File: config.mk
export PLATFORM = sky130hd
export DESIGN_NAME = kts_dist_acc
export DESIGN_NICKNAME = d
export VERILOG_FILES = /design/src/rtl/assert_macros.svh /design/src/rtl/kts_pkg.sv /design/src/rtl/kts_dist_acc.sv
export SDC_FILE = /design/constraint.sdc
export NUM_CORES = 1
export LEC_CHECK = 0
export ABC_CLOCK_PERIOD_IN_PS = 2500
export BUFFER_PORTS_ARGS = -buffer_cell sky130_fd_sc_hd__buf_2
export CAP_MARGIN = 20
export CELL_PAD_IN_SITES_DETAIL_PLACEMENT = 1
export CELL_PAD_IN_SITES_GLOBAL_PLACEMENT = 1
export CORE_MARGIN = 1.5
export CORE_UTILIZATION = 35
export CTS_BUF_LIST = sky130_fd_sc_hd__clkbuf_8
export CTS_CLUSTER_SIZE = 8
export DETAILED_ROUTE_END_ITERATION = 10
export HOLD_SLACK_MARGIN = 0.15
export PLACE_DENSITY = 0.61
export RECOVER_POWER = 50
export SETUP_SLACK_MARGIN = 0.1
export SLEW_MARGIN = 5
export SYNTH_ARGS = -nofsm -noshare
export SYNTH_HDL_FRONTEND = slang
export SYNTH_SLANG_ARGS = --single-unit
File: constraint.sdc
create_clock -name clk_i -period 2.5 [get_ports clk_i]
set_input_delay 0.25 -clock clk_i [delete_from_list [all_inputs] [get_ports clk_i]]
set_output_delay 0.25 -clock clk_i [all_outputs]
set_load 0.005 [all_outputs]
File: src/rtl/assert_macros.svh
// Assertion helpers used by knn_topk_selector.
`ifndef ASSERT_MACROS_SVH
`define ASSERT_MACROS_SVH

`ifndef SYNTH

`define KTS_ASSERT(lbl, clk, rstn, prop) \
  lbl: assert property (@(posedge clk) disable iff (!rstn) prop) else $error("assertion failed");

`define KTS_ASSERT_MSG(lbl, clk, rstn, prop, msg) \
  lbl: assert property (@(posedge clk) disable iff (!rstn) prop) else $error(msg);

`else

`define KTS_ASSERT(lbl, clk, rstn, prop)

`define KTS_ASSERT_MSG(lbl, clk, rstn, prop, msg)

`endif

`endif

File: src/rtl/kts_pkg.sv
package kts_pkg;

  localparam int unsigned DIST_W = 40;
  localparam int unsigned ID_W   = 24;
  localparam int unsigned SQ_W   = 32;

  localparam logic [7:0] DIMS_RST = 8'd128;
  localparam logic [6:0] K_RST    = 7'd10;

  // configuration register indexes
  localparam logic [0:0] CFG_DIMS = 1'b0;
  localparam logic [0:0] CFG_K    = 1'b1;

  // result kinds
  localparam logic RK_VERDICT = 1'b0;
  localparam logic RK_SLOT    = 1'b1;

  typedef enum logic [1:0] {
    REQ_QUERY = 2'd0,
    REQ_CAND  = 2'd1,
    REQ_CLEAR = 2'd2,
    REQ_READ  = 2'd3
  } req_e;

  typedef struct packed {
    logic [DIST_W-1:0] sq_dist;
    logic [ID_W-1:0]   id;
  } hent_t;

  typedef struct packed {
    logic clr;
    logic mul_en;
    logic acc_en;
  } acc_ctrl_t;

endpackage

File: src/rtl/kts_dist_acc.sv
module kts_dist_acc (
  input  logic                             clk_i,
  input  logic                             rst_ni,
  input  kts_pkg::acc_ctrl_t               ctrl_i,
  input  logic signed [15:0]               query_i,
  input  logic signed [15:0]               coord_i,
  output logic [kts_pkg::DIST_W-1:0]       sum_o
);
  import kts_pkg::*;

  logic signed [16:0]   diff;
  logic signed [33:0]   prod;
  logic [SQ_W-1:0]      sq_q;
  logic [DIST_W:0]      sum_w;
  logic [DIST_W-1:0]    acc_q;

  assign diff  = {query_i[15], query_i} - {coord_i[15], coord_i};
  assign prod  = diff * diff;
  assign sum_w = {1'b0, acc_q} + {{(DIST_W + 1 - SQ_W){1'b0}}, sq_q};

  // square is never negative and stays below 2^32
  always_ff @(posedge clk_i) begin
    if (ctrl_i.mul_en) begin
      sq_q <= prod[SQ_W-1:0];
    end
  end

  always_ff @(posedge clk_i or negedge rst_ni) begin
    if (!rst_ni) begin
      acc_q <= '0;
    end else if (ctrl_i.clr) begin
      acc_q <= '0;
    end else if (ctrl_i.acc_en) begin
      acc_q <= sum_w[DIST_W] ? '1 : sum_w[DIST_W-1:0];
    end
  end

  assign sum_o = acc_q;

endmodule

==> results.json, run 1 <==
{
  "status": "finished with violations",
  "violations": "capacitance limit, slew limit, setup timing",
  "max-slew-margin-rel_pct": -8.413,
  "ys_ff_latch": 71,
  "track_usage_pct": 22.53,
  "synth_fa_ha_area_share_pct": 47.38,
  "final.setup.tns_ps": -111710,
  "yosysSeqAreaShare_pct": 13.60,
  "critPathRequiredTime_ps": 2620,
  "start_util_pct": 35.58,
  "clk_pin_slew_ps": 90,
  "avgSynthCellArea_um2": 9.312,
  "async_reset_ff_share_pct": 56.34,
  "drc_errors": 0,
  "synth_most_common_cell": "inv_1",
  "synth_top_area_share_pct": 36.37,
  "fin_ws_ps": -4560,
  "crit_path_start_kind": "primary input",
  "drt_wl_total_um": 44810,
  "syn2layout_area_growth_pct": 47.72,
  "hp-class": "in2reg",
  "netlist-cell-type-count": 74,
  "drt-initial-drc-count": 333,
  "worst-r2r-setup-slack_ps": -280,
  "cts_buffers": 9,
  "core_region_area_mm2": 0.03991,
  "timing.setup.critical_path_class": "in2reg",
  "row_count": 73,
  "synth_xor_area_share_pct": 5.172,
  "clock-sinks": 71,
  "critPathMaxStageDelay_ps": 510,
  "htree_num_levels": 3,
  "dr_total_vias": 12250,
  "clock_path_buffers": 2,
  "cp_max_fo": 4,
  "drv_slew": 32,
  "endpoint_kind": "flop",
  "worstMarginPinSlew_ps": 1626,
  "worstPathArrival_ps": 7180,
  "cts_root_buffer": "clkbuf_8",
  "muxShareOfSynthArea_pct": 0.07048,
  "finalInstanceArea_mm2": 0.02098,
  "antenna_cells": 0,
  "synth-simple-area-share_pct": 11.02,
  "cp_num_buf_inv": 9,
  "clock_skew_ps": 15.17,
  "synth_edf_count": 31,
  "drtPass1Iterations": 4,
  "numPortBuffers": 76,
  "synthFlopType": "dfrtp_1",
  "vias_per_cell": 4.817,
  "final-hold-violation-count": 0,
  "die_w_um": 204.4,
  "grt_pass1_vias": 14440,
  "min_period_ps": 7060,
  "die-area_mm2": 0.04179,
  "placed_area_mm2": 0.01856,
  "cts_tree": "done",
  "synth_compound_area_share_pct": 12.05,
  "synth_area_leaders": "fa_1, ha_1, inv_1",
  "clk_latency_ps": 370,
  "drive_above_1_share_pct": 44.03,
  "yosys-top-cells-count": "inv_1, fa_1, nor2_1, ha_1, nand2_1",
  "grt_antenna_before_repair": 0,
  "syn_nets": 1945,
  "wire_per_inst_um": 17.61,
  "gp_congestion": 0.8995,
  "grt_max_degree": 52,
  "grt_pass1_wl_um": 74030,
  "finalCritPeriodShare_pct": 282.4,
  "die_h_um": 204.4,
  "grt_overflow": 0,
  "fin_nets": 2434,
  "critPathMostFrequentCell": "fa_1",
  "synth_top_family_by_area": "adder cells",
  "critPathSlowestCell": "fa_1",
  "synth_area_mm2": 0.01420,
  "clock.fmax_mhz": 141.7,
  "dp_hpwl_um": 37130,
  "whs_ps": 299.3,
  "critPathTopFamily": "adder cells",
  "postSynthCellCount": 1525,
  "ioPinCount": 77,
  "finalSetupViolCount": 68,
  "antenna_left": 0,
  "yosys_warnings": 0,
  "rsz0062_at_grt": "yes",
  "drv_cap": 1,
  "yosys.area.top_type": "fa_1"
}
routing by layer:
metal / part of all wire, % / vias up / GRT usage, %
li1: - / 5799 / -
met1: 42 / 6239 / 26.93
met2: 53 / 147 / 43.24
met3: 1.5 / 69 / 1.116
met4: 3.0 / 0 / 6.513
met5: 0 / - / 0
stage by stage:
stage                     setup WS (ps)  instances  utilization (%)
after floorplan                   -4594       1525                -
after global placement            -5074       2453            46.49
after detailed placement          -5244       2453            46.49
after CTS                         -4477       2530            51.26
after global routing              -4843       2544            52.56
final                             -4560       2544            52.56
cell families after synthesis:
family / Yosys count
mux: 1
compound gates: 242
fa+ha+maj: 383
xor+xnor: 83
buf+inv: 393
simple gates: 352
flops: 71
cells in the final DEF, fill, tap and decap left out, types with 13 or more instances in the layout:
cell	n
dfrtp_1	38
buf_6	43
fa_1	243
nor2_1	118
ha_1	73
xnor2_1	40
buf_2	71
nor2_2	19
nand2_1	78
buf_4	382
nor2_4	13
o21ai_0	15
edfxtp_1	31
a21o_1	38
a21oi_2	20
ha_4	47
xor2_1	20
a21oi_1	26
and2_1	18
fa_2	15
nand2_4	13
inv_1	295
a311oi_2	14
nand2_2	16
inv_2	50
state kept, by name, indices dropped and copies added (netlist names):
| name | flops |
|---|---|
| sum_o | 40 |
| sq_q | 31 |
final cells by class:
cell class,instances,area [um^2]
tap,525,656.9
fill,4443,18940
inverter,355,1379
clock inverter,6,60.06
multi-input combinational,1062,12820
timing repair buffer,515,3985
sequential,71,1934
clock buffer,10,137.6
final timing paths:
kind / from / to / depth (start not counted)
worst min-delay path: ctrl_i[2] / sum_o[4] / 2
max in group asynchronous: rst_ni / sum_o[16] / 3
min in group asynchronous: rst_ni / sum_o[4] / 2
worst min register to register: sum_o[38] / sum_o[38] / 2
worst max-delay path: coord_i[1] / sq_q[28] / 34
worst max register to register: sum_o[4] / sum_o[37] / 10
timing repair:
| action | in CTS | in global routing |
|---|---|---|
| setup buffers | 59 | 19 |
| gates cloned | 3 | 0 |
| hold endpoints to repair | 40 | 0 |
| hold buffers | 1 | 0 |
| gates resized for setup | 255 | 107 |
| endpoints found under the setup margin | 68 | 68 |
| pin swaps | 145 | 89 |
Power of run 1 is not shown: default switching activity piles up to over one toggle a cycle in this logic, so the estimate is an artifact.
==> run 2, diff against run 1 <==
SETUP_SLACK_MARGIN = 0.4   (was 0.1)
==> results.json, run 2 (synthesis results as in run 1) <==
{
  "final_cell_mix": "buf_4, inv_1, fa_1",
  "dr_total_vias": 12320,
  "wire_per_inst_um": 17.55,
  "crit_path_start_kind": "primary input",
  "clock_skew_ps": 11.72,
  "grt_overflow": 0,
  "dp_hpwl_um": 36380,
  "drt_wl_total_um": 44850,
  "track_usage_pct": 21.97,
  "grt_pass1_vias": 14290,
  "fillCellCount": 4426,
  "numPortBuffers": 76,
  "drtPass1Iterations": 4,
  "vias_per_cell": 4.823,
  "endpoint_kind": "flop",
  "grt_pass1_wl_um": 72660,
  "final_util_pct": 52.69,
  "die_h_um": 204.4,
  "drive_above_1_share_pct": 43.79,
  "cts_root_buffer": "clkbuf_8",
  "critPathMostFrequentCell": "fa_1",
  "hp-class": "in2reg",
  "syn2layout_area_growth_pct": 48.11,
  "clock.fmax_mhz": 139.9,
  "drt-initial-drc-count": 449,
  "cp_max_fo": 3,
  "largest_register_ffs": 40,
  "hold_path_end": "sum_o[4]",
  "fin_nets": 2445,
  "gp_congestion": 0.8942,
  "clock-sinks": 71,
  "clk_pin_slew_ps": 80,
  "core_region_area_mm2": 0.03991,
  "ioPinCount": 77,
  "start_util_pct": 35.58,
  "violations": "capacitance limit, slew limit, setup timing",
  "worst-r2r-setup-slack_ps": -330,
  "clk_latency_ps": 360,
  "finalSetupViolCount": 68,
  "fin_ws_ps": -4650,
  "min_from": "ctrl_i[2]",
  "worstHoldPathCells": 2,
  "place_inst": 2447,
  "finalCritPeriodShare_pct": 286.0,
  "whs_ps": 313.3,
  "drv_slew": 58,
  "final-hold-violation-count": 0,
  "clock_path_buffers": 2,
  "cts_tree": "done",
  "min_period_ps": 7150,
  "row_count": 73,
  "htree_num_levels": 3,
  "worstPathArrival_ps": 7270,
  "cts_buffers": 9,
  "max-slew-margin-rel_pct": -10.96,
  "layout_commonest_cell": "buf_4",
  "status": "finished with violations",
  "timing.setup.critical_path_class": "in2reg",
  "die-area_mm2": 0.04179,
  "rsz0062_at_grt": "yes",
  "worstMarginPinSlew_ps": 1664,
  "antenna_left": 0,
  "stdcell_count": 2555,
  "grt_max_degree": 52,
  "critPathRequiredTime_ps": 2620,
  "drc_errors": 0,
  "antenna_cells": 0,
  "grt_antenna_before_repair": 0,
  "r2r_end": "sum_o[37]",
  "drv_cap": 2,
  "rr_startpoint": "sum_o[14]",
  "die_w_um": 204.4,
  "critPathMaxStageDelay_ps": 520,
  "reg2regPathDepth": 10,
  "critPathSlowestCell": "fa_1"
}
-- run 2: layout make-up --
cell class	count	area (um^2)	share of cell area [%]
inverters	355	1375	6.538
well taps	525	656.9	3.123
clock buffers	11	151.4	0.7198
flip-flops and latches	71	1934	9.197
repair buffers	526	4125	19.61
multi-input cells	1062	12740	60.59
clock inverters	5	46.29	0.2201
-- run 2: repair_timing --
action,4_1_cts,5_1_grt
hold buffers,1,0
setup buffers,59,30
gates cloned,2,0
endpoints found under the setup margin,68,68
gates resized for setup,234,127
hold endpoints to repair,23,0
pin swaps,184,88
-- run 2: worst max path at each step --
stage                           from  endpoint  slack (ps)
final                     query_i[0]  sq_q[28]       -4650
after global placement    coord_i[1]  sq_q[28]       -5100
after global routing      query_i[0]  sq_q[28]       -4890
after CTS                 coord_i[0]  sq_q[31]       -4510
after floorplan           query_i[0]  sq_q[28]       -4590
after detailed placement  coord_i[1]  sq_q[28]       -5230
-- run 2: stage by stage --
| step | setup TNS, ps | worst slack (ps) | area, um^2 |
|---|---|---|---|
| 2_1_floorplan | -102630 | -4594 | 15050 |
| 3_3_place_gp | -125120 | -5104 | 18510 |
| 3_5_place_dp | -130040 | -5231 | 18510 |
| 4_1_cts | -111610 | -4510 | 20250 |
| 5_1_grt | -124090 | -4891 | 21030 |
| 6_report | -114870 | -4650 | 21030 |
-- run 2: metal layers --
metal | track usage [%] | share of wire, % | wire [um] | vias to the layer above
met4 | 3.545 | 1.5 | 655 | 0
met3 | 1.164 | 2.0 | 875 | 43
met5 | 0 | 0 | 0 | -
met2 | 42.72 | 54 | 24360 | 153
met1 | 26.84 | 42 | 18960 | 6309
li1 | - | - | - | 5817
-- run 2: worst max-delay path, delay by kind of cell --
family          cells  cell delay (ps)
compound gates     11             2250
buf+inv             8              510
simple gates        3              350
fa+ha+maj           9             3600
xor+xnor            2              290
Power of run 2 is left out for the same reason.
